File: config.mk
export PLATFORM = sky130hd
export DESIGN_NAME = spq_cell
export DESIGN_NICKNAME = d
export VERILOG_FILES = /design/src/rtl/core/spq_pkg.sv /design/src/rtl/core/spq_cell.sv
export SDC_FILE = /design/constraint.sdc
export NUM_CORES = 1
export LEC_CHECK = 0
export BUFFER_PORTS_ARGS = -buffer_cell sky130_fd_sc_hd__buf_4
export CAP_MARGIN = 0
export CORE_AREA = 2 2 89 91
export CTS_CLUSTER_DIAMETER = 50
export DETAILED_ROUTE_END_ITERATION = 16
export DIE_AREA = 0 0 91 93
export HOLD_SLACK_MARGIN = 0.05
export MAX_ROUTING_LAYER = met4
export PLACE_DENSITY = 0.79
export SYNTH_ARGS = -nofsm -noshare
export SYNTH_HDL_FRONTEND = slang
export SYNTH_SLANG_ARGS = --single-unit
File: constraint.sdc
create_clock -name clk -period 8.66 [get_ports clk]
set_input_delay 0.433 -clock clk [delete_from_list [all_inputs] [get_ports clk]]
set_output_delay 0.433 -clock clk [all_outputs]
set_load 0.05 [all_outputs]
File: src/rtl/core/spq_pkg.sv
package spq_pkg;

  localparam int KEY_W            = 32;
  localparam int HANDLE_W         = 16;
  localparam int DEFAULT_CAPACITY = 64;

  // operation codes carried in the mode field
  typedef enum logic [1:0] {
    MODE_INSERT = 2'd0,
    MODE_POP    = 2'd1,
    MODE_CLEAR  = 2'd2
  } mode_t;

  // result status codes
  typedef enum logic [1:0] {
    STATUS_DONE  = 2'd0,
    STATUS_EMPTY = 2'd1,
    STATUS_FULL  = 2'd2
  } status_t;

  // command broadcast to every cell of the row
  typedef struct packed {
    logic                       ins;
    logic                       pop;
    logic signed [KEY_W-1:0]    key;
    logic        [HANDLE_W-1:0] handle;
  } cell_cmd_t;

endpackage

File: src/rtl/core/spq_cell.sv
module spq_cell
  import spq_pkg::*;
#(
  parameter bit IS_HEAD = 1'b0
) (
  input  logic                       clk,
  input  cell_cmd_t                  cmd,
  input  logic                       valid_i,
  input  logic                       prev_take_i,
  input  logic signed [KEY_W-1:0]    left_key_i,
  input  logic        [HANDLE_W-1:0] left_handle_i,
  input  logic signed [KEY_W-1:0]    right_key_i,
  input  logic        [HANDLE_W-1:0] right_handle_i,
  output logic                       take_o,
  output logic signed [KEY_W-1:0]    key_o,
  output logic        [HANDLE_W-1:0] handle_o
);

  logic signed [KEY_W-1:0]    key_r;
  logic signed [KEY_W-1:0]    key_nxt;
  logic        [HANDLE_W-1:0] handle_r;
  logic        [HANDLE_W-1:0] handle_nxt;
  logic                       wins;

  // the head needs a strictly larger key, later cells accept an equal one
  assign wins   = IS_HEAD ? (cmd.key > key_r) : (cmd.key >= key_r);
  assign take_o = !valid_i || wins;

  // pick the next word: shift from the left, load the new word, shift from the right or hold
  always_comb begin
    key_nxt    = key_r;
    handle_nxt = handle_r;
    if (cmd.ins) begin
      if (prev_take_i) begin
        key_nxt    = left_key_i;
        handle_nxt = left_handle_i;
      end else if (take_o) begin
        key_nxt    = cmd.key;
        handle_nxt = cmd.handle;
      end
    end else if (cmd.pop) begin
      key_nxt    = right_key_i;
      handle_nxt = right_handle_i;
    end
  end

  always_ff @(posedge clk) begin
    key_r    <= key_nxt;
    handle_r <= handle_nxt;
  end

  assign key_o    = key_r;
  assign handle_o = handle_r;

endmodule

## Word-level counts from Yosys, hierarchy flattened

Index checks and enable logic that the tools add are counted.
Widths: inputs -> output; s select.

- Reduce and logical (&&, ||, !) cells: 4
- Equal/unequal tests: 1
- Muxes and demuxes: 8
- Order comparisons: 1

Operators with widths:

| cell | count |
|---|---|
| $mux 32 | 4 |
| $mux 16 | 4 |
| $ge 32x32->1 | 1 |
| $ne 3x1->1 const B | 1 |
| $reduce_and 2->1 | 1 |
| $reduce_bool 2->1 | 1 |
| $logic_not 1->1 | 1 |
| $logic_or 1x1->1 | 1 |

- Input bits: 149
- Register bits after elaboration: 48
- Output and inout port bits: 49
- Word-level logic and storage cells: 16

## Depth between registers and ports, before layout

Gate-level depths: netlist of the first run.

- Word-level depth: 5
- Mapped depth: 8

## Worst setup path after synthesis of the first run

No wires, ideal clock.

- Kind: register -> register
- Start point: reg key_r[31] (netlist: key_o[31])
- End point: reg handle_r[0] (netlist: handle_o[0]) (enable)
- Arrival: 3.915 ns
- Stages on the path, launching flop included: 9
- Setup slack: 4.291 ns
- Setup time: 0.454 ns
- Data required time: 8.206 ns
- Buffers on the path: 0
- Path through: edfxtp_1 -> inv_1 -> ha_1 -> and4_1 -> and2_1 -> nand3_1 -> nand4_1 -> a41o_1 -> nor2_1

- Longest elaborated chain between the ends: 4

Ends and longest elaborated chain:

| element | RTL line | text |
|---|---|---|
| start, declared | spq_cell.sv:19 | `logic signed [KEY_W-1:0] key_r;` |
| start signal, assigned | spq_cell.sv:48 | `key_r <= key_nxt;` |
| $ge 32x32->1 | spq_cell.sv:26 | `assign wins = IS_HEAD ? (cmd.key > key_r) : (cmd.key >= key_r);` |
| $logic_or 1x1->1 | spq_cell.sv:27 | `assign take_o = !valid_i \|\| wins;` |
| $ne 3x1->1 (no line) | n/a |  |
| $reduce_and 2->1 (no line) | n/a |  |
| end signal, assigned | spq_cell.sv:49 | `handle_r <= handle_nxt;` |
| end, declared | spq_cell.sv:21 | `logic [HANDLE_W-1:0] handle_r;` |

No other way between the ends.
A chain may end at the register's enable or synchronous reset.

## Worst setup path after layout of the first run

- Start point: reg key_r[15] (netlist: key_o[15])
- End point: reg handle_r[12] (netlist: handle_o[12]) (enable)

The elaborated chain is that of the path after synthesis.

==> results of run 1 <==
## layout make-up
cell class / count / area, um^2 / share of cell area (%)
Sequential cell: 48 / 1440 / 29.1
Inverter: 32 / 120 / 2.42
Clock inverter: 2 / 35.0 / 0.707
Multi-Input combinational cell: 237 / 1670 / 33.8
Clock buffer: 6 / 72.6 / 1.46
Timing Repair Buffer: 198 / 1490 / 30.0
Tap cell: 102 / 128 / 2.57
## power by group
| part | total, mW | internal [mW] | switching [mW] | leakage, nW |
|---|---|---|---|---|
| Combinational | 0.291 | 0.116 | 0.175 | 1.94 |
| Sequential | 0.299 | 0.288 | 0.0109 | 0.475 |
| Clock | 0.158 | 0.0857 | 0.0726 | 0.0552 |
| Total | 0.748 | 0.489 | 0.259 | 2.47 |
## layout by cell type (no fill, tap or decap), drive strengths merged, types with 2 or more instances in the layout
cell type	count
a21oi	62
and4	4
buf	198
clkbuf	6
edfxtp	48
ha	32
inv	32
mux2i	48
nand2	10
nand2b	2
nand3	3
nand4	6
nor2	51
nor4	2
o21ai	6
## routing by layer
metal	routed length [um]	up-vias	GRT usage, %	part of all wire (%)
li1	-	1582	-	-
met1	3470	1431	23.4	38
met2	4860	118	41.0	53
met3	620	14	4.59	6.8
met4	180	0	6.06	2.0
met5	0	-	-	0
## worst max-delay path, stage by stage (launching register included)
cell,delay (ns)
sky130_fd_sc_hd__edfxtp_1,0.40
sky130_fd_sc_hd__inv_1,0.06
sky130_fd_sc_hd__ha_1,0.32
sky130_fd_sc_hd__nand4_2,0.13
sky130_fd_sc_hd__a2111o_1,0.43
sky130_fd_sc_hd__a31oi_2,0.24
sky130_fd_sc_hd__nor4_1,0.12
sky130_fd_sc_hd__nor2_4,0.56
sky130_fd_sc_hd__buf_4,0.44
## kinds of logic (layout without fill, tap and decap cells)
logic type,after synthesis,after routing,share of synthesized area (%)
flops,48,48,43.7
compound gates,73,73,12.0
simple gates,84,84,11.8
mux,48,48,14.6
buf+inv,49,238,5.77
fa+ha+maj,32,32,12.1
## final timing paths
path,end,slack (ns)
worst max-delay path,handle_o[12],5.63
worst min-delay path,key_o[26],0.45
worst max register to register,handle_o[12],5.63
worst min register to register,key_o[28],1.35
## metrics by stage
stage / area (um^2) / instances
5_1_grt: 4960 / 625
2_1_floorplan: 3300 / 334
3_3_place_gp: 4850 / 617
4_1_cts: 4960 / 625
3_5_place_dp: 4850 / 617
6_report: 4960 / 625
## sequential cells by signal (all words and copies together) (netlist names)
signal / flops
key_o: 32
handle_o: 16
==> results.txt, run 1 <==
----------------------------------------------------
[Run status]
  Run status ... finished clean

[Floorplanning]
  Standard-cell rows ... 32
  Starting Density ... 43.8%
  Total die area ... 8460 um^2
  Die X ... roughly 90 um
  Core Footprint ... ~7500 um^2
  IO Pins ... 198
  Floorplan die height ... 93 um

[Synthesis]
  Library cell with the highest instance count after synthesis ... sky130_fd_sc_hd__a21oi_1
  Synthesized instance count ... 334
  Biggest area contributors in the synthesized netlist ... sky130_fd_sc_hd__edfxtp_1 44%, sky130_fd_sc_hd__mux2i_1 15%, sky130_fd_sc_hd__ha_1 12%
  Synth Area per Inst ... 9.87 um^2
  Synth Register Bits ... 48
  Most instantiated cells after synthesis ... 62 x sky130_fd_sc_hd__a21oi_1, 51 x sky130_fd_sc_hd__nor2_1, 48 x sky130_fd_sc_hd__edfxtp_1, 48 x sky130_fd_sc_hd__mux2i_1
  Post-synthesis async set-or-reset flop share ... 0%
  Post-synth top flop ... sky130_fd_sc_hd__edfxtp_1
  Post-synthesis cell type with the largest combined area ... sky130_fd_sc_hd__edfxtp_1
  Number of enable flip-flop cells after synthesis ... 48
  Yosys warning count ... 0
  Portion of synthesized cell area occupied by the leading cell type ... between 40% and 50%
  Portion of the post-synthesis area used by sequential elements ... 43.7%
  Mapped Nets ... 515
  Post-synthesis instance area ... 3300 um^2
  Count of cell types in the netlist ... 29

[Critical path]
  Type of origin of the critical path ... flip-flop
  Critical R2R Launch ... key_o[15]
  Launching element of the worst setup path ... key_o[15]
  Depth of the worst register-to-register path ... 8
  WP data required ... 8.63 ns
  Setup crit end kind ... flip-flop
  Largest fanout of any net on the critical path ... 25
  Arrival time at the worst endpoint ... 3.00 ns
  Type of the worst setup path ... reg -> reg

[Hold path]
  HP Class ... in -> reg
  Worst hold path startpoint ... right_key_i[26]
  Depth of the worst hold-timing path ... 3

[Pwr]
  Post-route total power ... around 750 uW
  Areal power density over the cells ... 151 nW/um^2
  LEAKAGE ... 2.47 nW
  Worst supply voltage drop on vdd ... 0.0776 mV

[STA]
  Final setup violation count ... 0
  Clock period minus final worst setup slack ... a little over 3 ns
  Worst-case headroom to the max-slew limit ... about two fifths
  Clock skew ... 0.00509 ns
  Final critical-path setup slack ... around 5.6 ns
  Part of the cycle the worst path needs ... 35.0%
  Final Hold Slack ... 0.448 ns
  Hold Vio Cnt, Final ... 0
  TNS Setup ... 0 ns
  Achievable Freq ... between 300 and 400 MHz
  RSZ-0062 raised after global routing ... false
  Number of pins with negative max-slew slack in the final report ... 0
  Worst slew pin tran ... between 0.9 and 1 ns

[Global routing]
  Total GRT Usage ... 21.9%
  Wire length of the first global-routing pass ... 14.4 mm
  Vias in the first global route ... 3125
  Number of antenna violations at the first check in global routing ... 0
  Maximum number of pins on one net before global-route repair ... 100
  Overflow after GRT ... 0

[Clock tree]
  CTS H-Tree Depth ... 2
  # Post-CTS Setup Buffers ... 0
  Post-CTS Resized ... 0
  Root cell of the clock tree ... sky130_fd_sc_hd__clkbuf_8
  Clock Pin Slew Worst Setup and Hold Paths ... 0.09 ns
  Number of buffers added by the clock tree synthesis step ... 5
  Post-CTS Hold Fix Bufs ... 0
  Buffers from clock root to sink, at most ... 2
  TritonCTS clock tree ... done
  Clk_lat worst skew ... 0.30 ns
  CTS Sinks ... between 40 and 50

[Layout]
  Antenna diode count ... 0
  Final core occ ... 65.9%
  Count of nets after finishing ... 703
  Number of inserted filler cells in the final layout ... 647
  Share of cells above drive strength 1 ... 40.0%
  Area growth from synthesis to layout ... 50.3%

[Place]
  GP Congestion ... 0.796
  Worst slack, placed ... 5.44 ns
  Dpl hpwl ... ~7.3 mm
  IO buf count ... 197

[Route]
  Total number of vias ... 3145
  DRC errors left ... 0
  Detailed Route WL ... 9.14 mm
  Number of antenna-violating nets in the routed design ... 0
  Number of search-and-repair iterations in the first detailed-routing pass ... 4
  WL per Instance ... 14.6 um
  Vias per Instance ... 5.03
  Starting DRC count in detailed routing ... 104

[Job]
  Max-cap violation count ... 0

----------------------------------------------------
No activity file was read; power rests on OpenSTA's default activity.
==> inputs of run 2 (changes only) <==
Settings changed: CORE_AREA 2 2 89 91 to 2 2 94 96, DIE_AREA 0 0 91 93 to 0 0 96 98, PLACE_DENSITY 0.79 to 0.75.
Clock period 8.66 ns to 2.52 ns, I/O delays scaled along.
==> run 2 against run 1 <==
The run now ends with negative setup slack left; wire length down 1.9%; combinational power rose to 3.6 times the previous value; final cell count up 2.1%; final area up 2.4%; sequential cell count unchanged; sequential power rose to 3.4 times the previous value; setup slack worse by 5.7 ns; core utilization down 5.9 points; clock-buffer cell count down 1; non-clock buffer count up 7; total power rose to 3.4 times the previous value.
==> results.txt, run 2 (synthesis results as in run 1) <==
----------------------------------------------------
[Run status]
  Run status ... finished, violations left
  Failing checks ... negative setup slack

[Global routing]
  Number of antenna violations at the first check in global routing ... 0 (unchanged)
  Overflow after GRT ... 0 (unchanged)
  Maximum number of pins on one net before global-route repair ... 77 (-23%)
  Vias in the first global route ... 3161 (+1.2%)
  Total GRT Usage ... 19.4% (-2.5 points)
  Wire length of the first global-routing pass ... 14.0 mm (-3.2%)

[Route]
  Starting DRC count in detailed routing ... 68 (-35%)
  Detailed Route WL ... 8.96 mm (-1.9%)
  DRC errors left ... 0 (unchanged)
  Total number of vias ... 3109 (-1.1%)
  Number of search-and-repair iterations in the first detailed-routing pass ... 4 (unchanged)
  WL per Instance ... 14.0 um (-3.9%)
  Number of antenna-violating nets in the routed design ... 0 (unchanged)
  Vias per Instance ... 4.87 (-3.2%)

[Layout]
  Number of flip-flops under the largest register name ... 32 (unchanged)
  Antenna diode count ... 0 (unchanged)
  Most common cell after layout, fill and taps aside ... sky130_fd_sc_hd__buf_4
  Count of nets after finishing ... 710 (+1.0%)
  Post-route insts no fill ... 638 (+2.1%)
  Area growth from synthesis to layout ... 54.0%
  Final instance area ... 5080 um^2 (+2.4%)
  Final core occ ... 60.0% (-5.9 points)
  Most frequent cells in the layout ... 202 x sky130_fd_sc_hd__buf_4, 62 x sky130_fd_sc_hd__a21oi_1, 50 x sky130_fd_sc_hd__nor2_1, 48 x sky130_fd_sc_hd__mux2i_1, 48 x sky130_fd_sc_hd__edfxtp_1
  Share of cells above drive strength 1 ... 42.1% (+2.1 points)

[STA]
  Number of pins with negative max-slew slack in the final report ... 0 (unchanged)
  Part of the cycle the worst path needs ... 102%
  Worst-case headroom to the max-slew limit ... 55.0% (+15 points)
  Final critical-path setup slack ... -0.0435 ns (-5.67 ns)
  RSZ-0062 raised after global routing ... true
  Clock period minus final worst setup slack ... 2.56 ns
  Achievable Freq ... 390 MHz
  Hold Vio Cnt, Final ... 0 (unchanged)
  Worst slew pin tran ... 0.675 ns (-0.227 ns)
  Final setup violation count ... 21 (+21)
  Clock skew ... 0.0119 ns (+0.00685 ns)
  TNS Setup ... -0.286 ns (-0.286 ns)

[Critical path]
  List of cells traversed by the critical path ... inv_1 -> ha_1 -> a21oi_1 -> o21ai_1 -> a221oi_2 -> a31oi_4 -> o21ai_0 -> or3b_1 -> buf_6
  Setup crit end kind ... output pin
  Depth of the worst register-to-register path ... 10 (+2)
  Arrival time at the worst endpoint ... 2.44 ns (-0.56 ns)
  Type of origin of the critical path ... flip-flop
  WP data required ... 2.39 ns (-6.24 ns)
  Largest fanout of any net on the critical path ... 3 (-88%)
  Type of the worst setup path ... reg -> out
  Worst R2R End ... handle_o[5]
  Critical R2R Launch ... key_o[7]
  Critical path's slowest cell ... sky130_fd_sc_hd__edfxtp_1
  Peak per-stage delay on the critical path ... 0.41 ns (-0.15 ns)
  Reg2Reg Setup Slack ... -0.02 ns (-5.65 ns)

[Floorplanning]
  Die X ... 96 um (+5.5%)
  Starting Density ... 39.0% (-4.9 points)
  Total die area ... 9410 um^2 (+11%)
  IO Pins ... 198 (unchanged)
  Core Footprint ... 8470 um^2 (+12%)
  Standard-cell rows ... 34 (+6.3%)
  Floorplan die height ... 98 um (+5.4%)

[Hold path]
  Depth of the worst hold-timing path ... 3 (unchanged)
  Worst hold path startpoint ... right_key_i[24]
  Terminating pin of the worst hold path ... key_o[24]
  HP Class ... in -> reg

[Clock tree]
  CTS H-Tree Depth ... 2 (unchanged)
  CTS Sinks ... 48 (unchanged)
  Number of buffers added by the clock tree synthesis step ... 5 (unchanged)
  Clk_lat worst skew ... 0.30 ns (about the same)
  Buffers from clock root to sink, at most ... 2 (unchanged)
  Clock Pin Slew Worst Setup and Hold Paths ... 0.10 ns (about the same)
  TritonCTS clock tree ... done
  Root cell of the clock tree ... sky130_fd_sc_hd__clkbuf_8

[Place]
  Worst slack, placed ... 0.115 ns (-5.33 ns)
  GP Congestion ... 0.771 (-3.2%)
  Placed cell count ... 626 (+1.5%)
  Dpl hpwl ... 7.41 mm (+1.4%)
  Instance area at placement ... 4930 um^2 (+1.7%)
  IO buf count ... 197 (unchanged)

[Pwr]
  Worst supply voltage drop on vdd ... 0.285 mV (+270%)
  Areal power density over the cells ... 497 nW/um^2 (+230%)
  LEAKAGE ... 2.51 nW (+1.5%)

[Job]
  Max-cap violation count ... 0 (unchanged)

----------------------------------------------------
-- run 2: area by class of cell --
class                           count  area (um^2)
Fill cell                         754         3390
Clock inverter                      3         17.5
Clock buffer                        5         68.8
Multi-Input combinational cell    237         1730
Tap cell                          108          135
Inverter                           32          120
Timing Repair Buffer              205         1570
Sequential cell                    48         1440
-- run 2: timing repair --
action | 4_1_cts | 5_1_grt
hold buffers | 0 | 0
pin swaps | 2 | 2
setup buffers | 3 | 1
setup endpoints to repair | 1 | 49
resized for setup | 2 | 5
-- run 2: worst max-delay path by stage --
| stage | from | end | slack (ns) | cells past startpoint |
|---|---|---|---|---|
| global placement | key_o[27] | handle_o[7] | 0.20 | 9 |
| detailed placement | key_o[25] | handle_o[9] | 0.11 | 9 |
| global route | key_o[1] | take_o | -0.14 | 9 |
| finish | key_o[7] | take_o | -0.04 | 9 |
| CTS | key_o[1] | take_o | -0.04 | 9 |
| floorplan | key_o[1] | handle_o[0] | -0.46 | 8 |
-- run 2: power breakdown --
| group | internal, mW | switching, mW | total, mW |
|---|---|---|---|
| clock network | 0.194 | 0.268 | 0.463 |
| registers | 0.988 | 0.0369 | 1.02 |
| logic | 0.428 | 0.609 | 1.04 |
-- run 2: worst max-delay path: cells and delay by family, from the launching register on --
kind            cells  cell delay, ns
flops               1            0.41
fa+ha+maj           1            0.24
simple gates        1            0.38
buf+inv             2            0.24
compound gates      5            0.86
-- run 2: layer usage --
metal  vias to the layer above  wire length, um  global-route usage [%]  share of wire, %
li1                       1600                -                       -                 -
met1                      1367             3620                    22.2                40
met2                       126             4590                    34.2                51
met3                        16              591                    3.55               6.6
met4                         0              159                    5.05               1.8
met5                         -                0                       -                 0
-- run 2: metrics by stage --
| step | hold slack, ns | power, mW |
|---|---|---|
| 6_report | 0.134 | 2.52 |
| 5_1_grt | 0.137 | 2.66 |
| 4_1_cts | 0.137 | 2.53 |
| 3_5_place_dp | 0.453 | 2.07 |
| 3_3_place_gp | 0.449 | 2.05 |
| 2_1_floorplan | 0.352 | 1.65 |
